$ cat src/hw/rtl/bvd_pkg.sv
// ---------------------------------------------------------------------------
// bvd_pkg - shared types and constants for the BPSK varicode decoder
// Holds the varicode code table, payload widths, register reset values and
// the reverse lookup from a gathered code to its character.
// ---------------------------------------------------------------------------
`default_nettype none

package bvd_pkg;

    // Payload and register widths
    localparam int unsigned SPS_W             = 16;
    localparam int unsigned CHAR_W            = 8;
    localparam int unsigned VC_CODE_W         = 10;
    localparam int unsigned TABLE_ENTRIES     = 128;
    localparam int unsigned MAX_CODE_BITS_DEF = 16;

    localparam logic [SPS_W-1:0] SPS_RESET = 16'd1536;

    typedef logic [SPS_W-1:0]     t_sps;
    typedef logic [CHAR_W-1:0]    t_char;
    typedef logic [VC_CODE_W-1:0] t_vc_code;

    typedef struct packed {
        logic  hit;
        t_char index;
    } t_vc_match;

    // Varicode words, indexed by character code
    localparam t_vc_code VC_TABLE [TABLE_ENTRIES] = '{
        10'h2AB, 10'h2DB, 10'h2ED, 10'h377, 10'h2EB, 10'h35F, 10'h2EF, 10'h2FD,
        10'h2FF, 10'h0EF, 10'h01D, 10'h36F, 10'h2DD, 10'h01F, 10'h375, 10'h3AB,
        10'h2F7, 10'h2F5, 10'h3AD, 10'h3AF, 10'h35B, 10'h36B, 10'h36D, 10'h357,
        10'h37B, 10'h37D, 10'h3B7, 10'h355, 10'h35D, 10'h3BB, 10'h2FB, 10'h37F,
        10'h001, 10'h1FF, 10'h15F, 10'h1F5, 10'h1DB, 10'h2D5, 10'h2BB, 10'h17F,
        10'h0FB, 10'h0F7, 10'h16F, 10'h1DF, 10'h075, 10'h035, 10'h057, 10'h1AF,
        10'h0B7, 10'h0BD, 10'h0ED, 10'h0FF, 10'h177, 10'h15B, 10'h16B, 10'h1AD,
        10'h1AB, 10'h1B7, 10'h0F5, 10'h1BD, 10'h1ED, 10'h055, 10'h1D7, 10'h2AF,
        10'h2BD, 10'h07D, 10'h0EB, 10'h0AD, 10'h0B5, 10'h077, 10'h0DB, 10'h0FD,
        10'h155, 10'h07F, 10'h1FD, 10'h17D, 10'h0D7, 10'h0BB, 10'h0DD, 10'h0AB,
        10'h0D5, 10'h1DD, 10'h0AF, 10'h06F, 10'h06D, 10'h157, 10'h1B5, 10'h15D,
        10'h175, 10'h17B, 10'h2AD, 10'h1F7, 10'h1EF, 10'h1FB, 10'h2BF, 10'h16D,
        10'h2DF, 10'h00B, 10'h05F, 10'h02F, 10'h02D, 10'h003, 10'h03D, 10'h05B,
        10'h02B, 10'h00D, 10'h1EB, 10'h0BF, 10'h01B, 10'h03B, 10'h00F, 10'h007,
        10'h03F, 10'h1BF, 10'h015, 10'h017, 10'h005, 10'h037, 10'h07B, 10'h06B,
        10'h0DF, 10'h05D, 10'h1D5, 10'h2B7, 10'h1BB, 10'h2B5, 10'h2D7, 10'h3B5
    };

    // Reverse lookup: compare against every entry, lowest index wins
    function automatic t_vc_match vc_lookup(input t_vc_code code);
        t_vc_match m;
        m = '0;
        for (int i = TABLE_ENTRIES - 1; i >= 0; i--) begin
            if (VC_TABLE[i] == code) begin
                m.hit   = 1'b1;
                m.index = CHAR_W'(i);
            end
        end
        return m;
    endfunction

endpackage

`default_nettype wire

$ cat src/hw/rtl/bvd_sample_if.sv
// ---------------------------------------------------------------------------
// bvd_sample_if - in-phase sign sample channel
// One beat carries the sign of one in-phase sample.
// ---------------------------------------------------------------------------
`default_nettype none

interface bvd_sample_if;
    logic valid;
    logic ready;
    logic in_phase_nonnegative;

    modport source (output valid, output in_phase_nonnegative, input ready);
    modport sink   (input valid, input in_phase_nonnegative, output ready);
endinterface

`default_nettype wire

$ cat src/hw/rtl/bvd_cfg_if.sv
// ---------------------------------------------------------------------------
// bvd_cfg_if - configuration write channel
// One beat writes the samples-per-symbol register.
// ---------------------------------------------------------------------------
`default_nettype none

interface bvd_cfg_if;
    logic          valid;
    logic          ready;
    bvd_pkg::t_sps samples_per_symbol;

    modport source (output valid, output samples_per_symbol, input ready);
    modport sink   (input valid, input samples_per_symbol, output ready);
endinterface

`default_nettype wire

$ cat src/hw/rtl/bvd_char_if.sv
// ---------------------------------------------------------------------------
// bvd_char_if - decoded character channel
// One beat carries one decoded character.
// ---------------------------------------------------------------------------
`default_nettype none

interface bvd_char_if;
    logic           valid;
    logic           ready;
    bvd_pkg::t_char rx_char;

    modport source (output valid, output rx_char, input ready);
    modport sink   (input valid, input rx_char, output ready);
endinterface

`default_nettype wire

$ cat src/hw/rtl/bpsk_varicode_symbol_decoder.sv
// Path: a character is offered from the result register, which takes the
//   request registered on the beat with the second zero of its delimiter.
// Throughput: one sample beat per cycle; the only stall is a table lookup
//   waiting behind an untaken result.
// Reset: synchronous, active low; clears timing and code state, sets the
//   period to 1536 samples. No clearing pass.
// ---------------------------------------------------------------------------
// bpsk_varicode_symbol_decoder - BPSK symbol slicer and varicode decoder
// Samples the in-phase sign once per symbol, decodes differential bits and
// turns complete varicode words into characters.
// ---------------------------------------------------------------------------
`default_nettype none

module bpsk_varicode_symbol_decoder #(
    parameter int unsigned MAX_CODE_BITS = bvd_pkg::MAX_CODE_BITS_DEF
) (
    input  wire logic   i_clk,
    input  wire logic   i_rst_n,
    bvd_sample_if.sink  i_sample,
    bvd_cfg_if.sink     i_cfg,
    bvd_char_if.source  o_char
);

    logic                     w_req_valid;
    logic                     w_req_take;
    logic [MAX_CODE_BITS-1:0] w_req_code;

    // Symbol timing and code gathering
    bvd_symbol_front #(
        .MAX_CODE_BITS (MAX_CODE_BITS)
    ) u_front (
        .i_clk       (i_clk),
        .i_rst_n     (i_rst_n),
        .i_sample    (i_sample),
        .i_cfg       (i_cfg),
        .i_req_take  (w_req_take),
        .o_req_valid (w_req_valid),
        .o_req_code  (w_req_code)
    );

    // Table match and result beat
    bvd_lookup #(
        .MAX_CODE_BITS (MAX_CODE_BITS)
    ) u_lookup (
        .i_clk       (i_clk),
        .i_rst_n     (i_rst_n),
        .i_req_valid (w_req_valid),
        .i_req_code  (w_req_code),
        .o_req_take  (w_req_take),
        .o_char      (o_char)
    );

    // A waiting request blocks new samples
    a_req_blocks_input : assert property (@(posedge i_clk) disable iff (!i_rst_n)
        (w_req_valid && !w_req_take) |-> !i_sample.ready)
        else $error("sample accepted while a lookup request waits");

    // A waiting request keeps its code
    a_req_holds : assert property (@(posedge i_clk) disable iff (!i_rst_n)
        (w_req_valid && !w_req_take) |=> (w_req_valid && $stable(w_req_code)))
        else $error("lookup request lost or changed while waiting");

    // A new result only follows a taken request
    a_result_from_req : assert property (@(posedge i_clk) disable iff (!i_rst_n)
        (o_char.valid && o_char.ready && !w_req_take) |=> !o_char.valid)
        else $error("result beat without a lookup request");

endmodule

`default_nettype wire

$ cat src/hw/rtl/bvd_symbol_front.sv
// ---------------------------------------------------------------------------
// bvd_symbol_front - symbol timing, bit slicer and code gatherer
// Counts samples per symbol, turns sign reversals into bits, gathers bits
// until a double zero and registers a lookup request for a usable code.
// ---------------------------------------------------------------------------
`default_nettype none

module bvd_symbol_front #(
    parameter int unsigned MAX_CODE_BITS = bvd_pkg::MAX_CODE_BITS_DEF
) (
    input  wire logic                     i_clk,
    input  wire logic                     i_rst_n,
    bvd_sample_if.sink                    i_sample,
    bvd_cfg_if.sink                       i_cfg,
    input  wire logic                     i_req_take,
    output logic                          o_req_valid,
    output logic [MAX_CODE_BITS-1:0]      o_req_code
);

    localparam int unsigned SPS_W = bvd_pkg::SPS_W;
    localparam int unsigned LEN_W = $clog2(MAX_CODE_BITS + 1);
    localparam int unsigned IDX_W = $clog2(MAX_CODE_BITS);

    bvd_pkg::t_sps              r_sps;
    bvd_pkg::t_sps              r_count,     n_count;
    logic                       r_last,      n_last;
    logic                       r_zero_run,  n_zero_run;
    logic [MAX_CODE_BITS-1:0]   r_bits,      n_bits;
    logic [LEN_W-1:0]           r_len,       n_len;
    logic                       r_ovf,       n_ovf;
    logic                       r_req_valid, n_req_valid;
    logic [MAX_CODE_BITS-1:0]   r_req_code,  n_req_code;

    logic               w_accept;
    logic [SPS_W:0]     w_count_inc;
    logic [SPS_W:0]     w_count_wrap;
    logic               w_sample_due;
    logic               w_same_sign;
    logic               w_delimiter;
    logic [LEN_W-1:0]   w_len_m1;
    logic               w_top_bit;
    logic               w_req_ok;
    logic               w_push_room;

    // Hold off new samples while a lookup request waits
    assign i_sample.ready = !r_req_valid || i_req_take;
    assign w_accept       = i_sample.valid && i_sample.ready;
    assign i_cfg.ready    = 1'b1;

    // Symbol timing
    assign w_count_inc  = {1'b0, r_count} + (SPS_W + 1)'(1);
    assign w_count_wrap = w_count_inc - {1'b0, r_sps};
    assign w_sample_due = (w_count_inc >= {1'b0, r_sps});

    // Bit slicing and delimiter detection
    assign w_same_sign = (i_sample.in_phase_nonnegative == r_last);
    assign w_delimiter = !w_same_sign && r_zero_run;

    // A code is worth looking up when it has more than the delimiter bit,
    // did not overflow and starts with a one
    assign w_len_m1    = r_len - LEN_W'(1);
    assign w_top_bit   = r_bits[w_len_m1[IDX_W-1:0]];
    assign w_req_ok    = (r_len > LEN_W'(1)) && !r_ovf && w_top_bit;
    assign w_push_room = (r_len < LEN_W'(MAX_CODE_BITS));

    // Next state for one accepted sample
    always_comb begin
        n_count     = r_count;
        n_last      = r_last;
        n_zero_run  = r_zero_run;
        n_bits      = r_bits;
        n_len       = r_len;
        n_ovf       = r_ovf;
        n_req_valid = r_req_valid && !i_req_take;
        n_req_code  = r_req_code;

        if (w_accept) begin
            if (!w_sample_due) begin
                n_count = w_count_inc[SPS_W-1:0];
            end else begin
                n_count = (r_sps == '0) ? '0 : w_count_wrap[SPS_W-1:0];
                n_last  = i_sample.in_phase_nonnegative;
                if (w_delimiter) begin
                    // drop the delimiter zero and clear the code
                    n_req_valid = w_req_ok;
                    n_req_code  = r_bits >> 1;
                    n_bits      = '0;
                    n_len       = '0;
                    n_ovf       = 1'b0;
                    n_zero_run  = 1'b0;
                end else begin
                    n_zero_run = !w_same_sign;
                    if (w_push_room) begin
                        n_bits = {r_bits[MAX_CODE_BITS-2:0], w_same_sign};
                        n_len  = r_len + LEN_W'(1);
                    end else begin
                        n_ovf = 1'b1;
                    end
                end
            end
        end
    end

    // State registers
    always_ff @(posedge i_clk) begin
        if (!i_rst_n) begin
            r_sps       <= bvd_pkg::SPS_RESET;
            r_count     <= '0;
            r_last      <= 1'b1;
            r_zero_run  <= 1'b0;
            r_bits      <= '0;
            r_len       <= '0;
            r_ovf       <= 1'b0;
            r_req_valid <= 1'b0;
        end else begin
            if (i_cfg.valid) begin
                r_sps <= i_cfg.samples_per_symbol;
            end
            r_count     <= n_count;
            r_last      <= n_last;
            r_zero_run  <= n_zero_run;
            r_bits      <= n_bits;
            r_len       <= n_len;
            r_ovf       <= n_ovf;
            r_req_valid <= n_req_valid;
        end
    end

    // Request payload
    always_ff @(posedge i_clk) begin
        r_req_code <= n_req_code;
    end

    assign o_req_valid = r_req_valid;
    assign o_req_code  = r_req_code;

endmodule

`default_nettype wire

$ cat src/hw/rtl/bvd_lookup.sv
// ---------------------------------------------------------------------------
// bvd_lookup - varicode table match and result register
// Matches a requested code against the table and holds the character until
// the sink takes the beat.
// ---------------------------------------------------------------------------
`default_nettype none

module bvd_lookup #(
    parameter int unsigned MAX_CODE_BITS = bvd_pkg::MAX_CODE_BITS_DEF
) (
    input  wire logic                     i_clk,
    input  wire logic                     i_rst_n,
    input  wire logic                     i_req_valid,
    input  wire logic [MAX_CODE_BITS-1:0] i_req_code,
    output logic                          o_req_take,
    bvd_char_if.source                    o_char
);

    localparam int unsigned VC_CODE_W = bvd_pkg::VC_CODE_W;

    logic                 r_out_valid;
    bvd_pkg::t_char       r_char;
    bvd_pkg::t_vc_match   w_match;
    logic                 w_hit;

    // Compare the low bits, upper bits must be clear
    assign w_match = bvd_pkg::vc_lookup(i_req_code[VC_CODE_W-1:0]);
    assign w_hit   = w_match.hit && (i_req_code[MAX_CODE_BITS-1:VC_CODE_W] == '0);

    // Take a request whenever the result slot is free or draining
    assign o_req_take = i_req_valid && (!r_out_valid || o_char.ready);

    // Result valid
    always_ff @(posedge i_clk) begin
        if (!i_rst_n) begin
            r_out_valid <= 1'b0;
        end else if (!r_out_valid || o_char.ready) begin
            r_out_valid <= i_req_valid && w_hit;
        end
    end

    // Result payload
    always_ff @(posedge i_clk) begin
        if (o_req_take) begin
            r_char <= w_match.index;
        end
    end

    assign o_char.valid   = r_out_valid;
    assign o_char.rx_char = r_char;

endmodule

`default_nettype wire
$ cat src/flat_wrapper.sv
// flat-port wrapper written by rule: the top's interface ports become plain ports
module bpsk_varicode_symbol_decoder_flat 
#(
    parameter int unsigned MAX_CODE_BITS = bvd_pkg::MAX_CODE_BITS_DEF
)
  (i_clk, i_rst_n, i_sample_valid, i_sample_in_phase_nonnegative, i_sample_ready, i_cfg_valid, i_cfg_samples_per_symbol, i_cfg_ready, o_char_valid, o_char_rx_char, o_char_ready);
  bvd_sample_if i_sample_i ();
  bvd_cfg_if i_cfg_i ();
  bvd_char_if o_char_i ();
  input  wire logic i_clk;
  input  wire logic i_rst_n;
  input wire logic [$bits(i_sample_i.valid)-1:0] i_sample_valid;
  input wire logic [$bits(i_sample_i.in_phase_nonnegative)-1:0] i_sample_in_phase_nonnegative;
  output wire logic [$bits(i_sample_i.ready)-1:0] i_sample_ready;
  input wire logic [$bits(i_cfg_i.valid)-1:0] i_cfg_valid;
  input wire logic [$bits(i_cfg_i.samples_per_symbol)-1:0] i_cfg_samples_per_symbol;
  output wire logic [$bits(i_cfg_i.ready)-1:0] i_cfg_ready;
  output wire logic [$bits(o_char_i.valid)-1:0] o_char_valid;
  output wire logic [$bits(o_char_i.rx_char)-1:0] o_char_rx_char;
  input wire logic [$bits(o_char_i.ready)-1:0] o_char_ready;
  assign i_sample_i.valid = i_sample_valid;
  assign i_sample_i.in_phase_nonnegative = i_sample_in_phase_nonnegative;
  assign i_sample_ready = i_sample_i.ready;
  assign i_cfg_i.valid = i_cfg_valid;
  assign i_cfg_i.samples_per_symbol = i_cfg_samples_per_symbol;
  assign i_cfg_ready = i_cfg_i.ready;
  assign o_char_valid = o_char_i.valid;
  assign o_char_rx_char = o_char_i.rx_char;
  assign o_char_i.ready = o_char_ready;
  bpsk_varicode_symbol_decoder #(.MAX_CODE_BITS(MAX_CODE_BITS)) u_core (.i_clk(i_clk), .i_rst_n(i_rst_n), .i_sample(i_sample_i), .i_cfg(i_cfg_i), .o_char(o_char_i));
endmodule
$ cat config.mk
export PLATFORM = sky130hd
export DESIGN_NAME = bpsk_varicode_symbol_decoder_flat
export DESIGN_NICKNAME = d
export VERILOG_FILES = /design/src/hw/rtl/bvd_pkg.sv /design/src/hw/rtl/bvd_sample_if.sv /design/src/hw/rtl/bvd_cfg_if.sv /design/src/hw/rtl/bvd_char_if.sv /design/src/hw/rtl/bpsk_varicode_symbol_decoder.sv /design/src/hw/rtl/bvd_symbol_front.sv /design/src/hw/rtl/bvd_lookup.sv /design/src/flat_wrapper.sv
export SDC_FILE = /design/constraint.sdc
export NUM_CORES = 1
export LEC_CHECK = 0
export BUFFER_PORTS_ARGS = -buffer_cell sky130_fd_sc_hd__buf_2
export CAP_MARGIN = 20
export CELL_PAD_IN_SITES_DETAIL_PLACEMENT = 0
export CELL_PAD_IN_SITES_GLOBAL_PLACEMENT = 1
export CORE_UTILIZATION = 43
export DETAILED_ROUTE_END_ITERATION = 10
export GPL_TIMING_DRIVEN = 0
export PLACE_DENSITY_LB_ADDON = 0.15
export SYNTH_ARGS = -nofsm -noshare
export SYNTH_HDL_FRONTEND = slang
export SYNTH_SLANG_ARGS = --single-unit
$ cat constraint.sdc
create_clock -name i_clk -period 3.8 [get_ports i_clk]
set_input_delay 0.57 -clock i_clk [delete_from_list [all_inputs] [get_ports i_clk]]
set_output_delay 0.57 -clock i_clk [all_outputs]
set_load 0.005 [all_outputs]
Yosys cells after proc, flatten, opt, wreduce, memory -nomap -nowiden
Cells that the tools add are included.
Word-level totals
  register bits: 81
  input bits: 22
  output and inout bits: 11
  logic and storage cells: 327
Cells by class
  add/subtract/negate cells: 4
  $lt $le $gt $ge: 4
  eq/ne operators: 130
  mux-type cells: 142
  reduce and logical (&&, ||, !) cells: 29
Operator list (number)
  $mux 9: 128
  $eq 10x10->1 const A: 40
  $eq 9x10->1 const A: 34
  $eq 8x10->1 const A: 21
  $eq 7x10->1 const A: 13
  $reduce_or 127->1: 1
  $eq 6x10->1 const A: 8
  $mux 16: 4
  $reduce_or 64->1: 1
  $eq 5x10->1 const A: 5
  $reduce_or 32->1: 1
  $eq 4x10->1 const A: 3
  $eq 3x10->1 const A: 2
  $add 16x1->17 const B: 1
  $ge 17x16->1: 1
  $logic_not 16->1: 1
  $reduce_or 16->1: 1
  $sub 16x16->16: 1
  $eq 1x10->1 const A: 1
  $eq 2x10->1 const A: 1
  $mux 5: 2
  $reduce_and 3->1: 3
  $logic_and 1x1->1: 8
  $reduce_or 8->1: 1
  16 further kinds: 27

Logic depth before layout (Yosys ltp)
  depth after elaboration: 131
  mapped depth: 16
  mapped depth without buffers: 13

Modules after synthesis
A second synthesis with hierarchy kept.
Second synthesis, totals
  cell total of the unflattened synthesis: 794
  area total of the unflattened synthesis: 6352.3 um^2
Modules (own cells, without submodules)
  bvd_symbol_front: times used 1, cells an instance 445, area each 4015.1 um^2, sequential area each 1591.5 um^2
  bvd_lookup: times used 1, cells an instance 349, area each 2337.2 um^2, sequential area each 230.2 um^2

Least setup slack after synthesis
OpenSTA, ideal clock, no wires.
  kind: reg-to-reg
  start: register u_core.u_front.r_count[5]
  end: register u_core.u_front.r_req_code[0] (netlist: u_core.u_front.o_req_code[0]) (enable)
  setup time: 0.386 ns
  arrival: 3.456 ns
  required time: 3.414 ns
  path slack: -0.042 ns
  stages on the path, launching flop included: 16
  buffers on the path: 3
  clock period less this slack: 3.842 ns
  cell sequence: dfxtp_1 buf_2 and4_1 nand4_2 nor2_1 nand3_1 xnor2_1 ha_1 clkbuf_1 nand4_1 nor4_1 a41oi_1 o31ai_2 buf_2 o21ai_1 nor2_1
Between the ends
  word-level cells in the longest chain between the ends: 3
Ends and longest elaborated chain
  start, declared: line bvd_symbol_front.sv:25  | bvd_pkg::t_sps r_count, n_count;
  start signal, assigned: line bvd_symbol_front.sv:119  | r_count <= n_count;
  $add 16x1->17: line bvd_symbol_front.sv:51  | assign w_count_inc = {1'b0, r_count} + (SPS_W + 1)'(1);
  $ge 17x16->1: line bvd_symbol_front.sv:53  | assign w_sample_due = (w_count_inc >= {1'b0, r_sps});
  $reduce_and 3->1 (no line)
  end signal, assigned: line bvd_symbol_front.sv:131  | r_req_code <= n_req_code;
  end, declared: line bvd_symbol_front.sv:32  | logic [MAX_CODE_BITS-1:0] r_req_code, n_req_code;
No other way between the ends.
A chain may end at the register's enable or synchronous reset.

Worst setup path in the final report
  start: register u_core.u_front.r_count[2]
  end: register u_core.u_front.r_req_code[14] (netlist: u_core.u_front.o_req_code[14]) (enable)
Same word-level chain as after synthesis.

==> out/qor.yml <==
synthCells: 812
dp.final_hpwl_mm: 17.6
grt_start_max_net_pins: 17
synth.area.mux_share_pct: 4.49
ys_types: 86
drv_slew: 0
multi_input_area_sq_um: 4290
syn-mean-instance-area_sq_um: 7.99
nNetsFinal: 898
dieWidth_microns: 125
synth_compound_area_share_pct: 26.2
grt_antenna_before_repair: 0
worst_pin_slew_ns: 0.883
outcome: "finished, violations left"
seqCellArea_sq_um: 1820
wirelength_mm: 23.9
r2r-start: "u_core.u_front.r_count[2]"
die_area_sq_um: 15600
synth_top_family_by_area: "simple AND/OR/NAND/NOR gates"
reg2reg_to: "u_core.u_front.o_req_code[14]"
synthesis.nets: 855
cts_buffers: 9
timing.final.crit_share_pct: 94.8
hold_ws_ns: 0.447
power.density_nw_per_um2: 406
track_usage_pct: 30.4
diodes: 0
root_buffer: "clkbuf_16"
dr.pass1.iters: 9
min_to: "u_core.u_front.r_sps[10]"
maxCapViolations: 0
synth_simple_gate_area_share_pct: 26.4
holdCritStartpoint: "i_cfg_samples_per_symbol[10]"
utilization_pct: 50.0
async_reset_ff_share_pct: 0
ys_ff_latch: 80
portBuffers: 29
fin_skew_ns: 0.00841
drc: 8
setup_viol: 0
cts_max_level: 3
cp.required_ns: 3.87
drive_gt1_share_pct: 14.8
holdPathStages: 3
drt_iter0_markers: 1015
wl_per_cell_microns: 22.9
cts_tree: "built"
core_area_sq_um: 14600
power.leakage_nw: 2.74
synth_enable_flop_cells: 22
post-place-ws_ns: -0.740
crit_fanout: 15
reg2regPathDepth: 13
netlist.area_leader.share_pct: 17.9
cts_sinks: 80
nFillCells: 1413
synth.largest_area_cell: "dfxtp_1"
start_util_pct: 44.3
vias: 6994
rsz0062_at_grt: "no"
final-hold-violation-count: 0
slew_headroom_pct: 41.0
synth-adder-area-share_pct: 4.17
drt-vias-per-instance: 6.70
stdcell_area_sq_um: 7320
worst_setup_path_end_kind: "flip-flop"
clk_latency_ns: 0.35
overflow: 0
arrival_ns: 3.67
vdd_ir_drop_max_mv: 0.304
grt_pass1_vias: 6485
reg2reg_slack_ns: 0.20
die_h_microns: 125
ant_nets: 0
syn2layout_area_growth_pct: 12.8
finalWorstSetupSlack_ns: 0.197
ios: 33
crit_type: "flip-flop to flip-flop"
grt_pass1_wl_mm: 36.8
ys_warn_count: 0
hold_path_class: "input port to flip-flop"
synthTopCellsByArea: "dfxtp_1, edfxtp_1, nor2_1, nand2_1, ha_1"
ys_seq_area_share_pct: 28.1
syn_area_sq_um: 6490
dpl_cell_area_sq_um: 6860
yosys_most_used_dff: "dfxtp_1"
finalCriticalPeriod_ns: 3.60
postCtsHoldBufs: 0
clockBufferDepth: 2
fmax_ghz: 0.278
violations: "DRC"
num_rows: 44
path_clk_slew_ns: 0.07
gp_congestion: 0.950
synth_xor_area_share_pct: 3.51
finalSetupTns_ns: 0
worstSetupStartpointType: "flip-flop"
==> cells in the mapped netlist, types with 7 or more instances <==
| cell type | instances |
|---|---|
| nor4_1 | 19 |
| a211oi_1 | 8 |
| o2111ai_1 | 8 |
| nor3_1 | 32 |
| buf_4 | 8 |
| a31oi_1 | 8 |
| xnor2_1 | 12 |
| edfxtp_1 | 22 |
| o211ai_1 | 13 |
| o21ai_0 | 36 |
| a21oi_1 | 42 |
| nor2_1 | 72 |
| mux2i_1 | 19 |
| nand2b_1 | 10 |
| nand3_1 | 38 |
| inv_1 | 28 |
| nand2_1 | 67 |
| ha_1 | 20 |
| clkbuf_1 | 24 |
| a41oi_1 | 8 |
| o22ai_1 | 31 |
| and2_1 | 11 |
| nand4_1 | 20 |
| buf_2 | 29 |
| xor2_1 | 14 |
| o21a_1 | 7 |
| buf_1 | 8 |
| dfxtp_1 | 58 |
==> cells in the final DEF, fill, tap and decap left out, types with 9 or more instances in the layout <==
master / count
nor2_1: 70
nand2_1: 67
buf_2: 58
dfxtp_1: 58
a21oi_1: 41
nand3_1: 37
o21ai_0: 36
nor3_1: 31
o22ai_1: 31
inv_1: 28
edfxtp_1: 22
clkbuf_1: 21
nand4_1: 20
mux2i_1: 19
nor4_1: 18
ha_1: 18
xor2_1: 14
o211ai_1: 13
xnor2_1: 12
and2_1: 11
buf_4: 11
nand2b_1: 10
clkbuf_16: 9
==> power breakdown <==
group	total, mW	switching, mW	internal [mW]
logic	0.983	0.591	0.392
clock network	0.990	0.400	0.590
registers	0.995	0.0651	0.930
==> metrics by stage <==
step / power (mW) / instances
2_1_floorplan: 1.69 / 812
5_1_grt: 3.10 / 1044
4_1_cts: 2.93 / 1041
3_5_place_dp: 1.93 / 1025
3_3_place_gp: 1.91 / 1025
6_report: 2.97 / 1044
==> metal layers <==
layer  GRT usage (%)  share of wire (%)  vias to the layer above  wire, microns
li1                -                  -                     3207              -
met1            42.2                 44                     3271          10400
met2            44.2                 41                      448           9910
met3            8.68                 11                       68           2750
met4            12.1                3.5                        0            838
met5               0                  0                        -              0
==> sequential cells by signal, indices dropped and copies added (netlist names) <==
signal / count
u_core.u_front.r_zero_run: 1
u_core.u_front.r_last: 1
u_core.u_front.r_ovf: 1
u_core.u_front.r_len: 5
u_core.u_front.r_sps: 16
u_core.u_front.r_bits: 16
u_core.u_lookup.o_char.rx_char: 7
u_core.u_lookup.o_char.valid: 1
u_core.u_front.o_req_valid: 1
u_core.u_front.o_req_code: 15
u_core.u_front.r_count: 16
==> how the worst max path moves through the flow <==
stage	startpoint	to	cells after the start
floorplan	u_core.u_front.r_count[5]	u_core.u_front.o_req_code[0]	15
global placement	u_core.u_front.r_count[5]	u_core.u_front.o_req_code[7]	15
detailed placement	u_core.u_front.r_count[5]	u_core.u_front.o_req_code[6]	15
CTS	u_core.u_front.r_count[5]	u_core.u_front.r_count[2]	15
global route	u_core.u_front.r_count[0]	u_core.u_front.r_bits[15]	14
finish	u_core.u_front.r_count[2]	u_core.u_front.o_req_code[14]	13
==> worst max-delay path: stages (launching register included) <==
cell and delay (ns):
dfxtp_1 0.41, and3_1 0.26, nand3_2 0.25, nor2_1 0.22
xor2_1 0.10, ha_1 0.39, nand4_1 0.23, nor4_2 0.37
a41oi_2 0.21, o31ai_2 0.14, buf_4 0.27, o21ai_4 0.13
nor2_4 0.18, buf_12 0.16
==> kinds of logic (layout without fill, tap and decap cells) <==
| family | after synthesis | count (layout) |
|---|---|---|
| adders and majority gates | 21 | 21 |
| buffers and inverters | 101 | 149 |
| xor gates and xnor gates | 26 | 26 |
| and+or+nand+nor | 320 | 320 |
| other | 2 | 2 |
| muxes | 24 | 24 |
| DFF | 80 | 80 |
| AOI/OAI and AO/OA | 238 | 238 |
==> what timing repair did <==
action / CTS / global route
setup endpoints to repair: 44 / 54
setup buffers: 1 / 3
pin swaps: 1 / 2
resized for setup: 5 / 16
==> layout make-up <==
type                    instances  area share (%)
multi-input cells             631            58.6
flip-flops and latches         80            24.9
plain buffers                  70            4.74
well taps                     184            3.15
clock buffers                   9            3.08
repair buffers                 33            2.56
inverters                      30            1.54
clock inverters                 7            1.47
No activity file was read; power rests on OpenSTA's default activity.
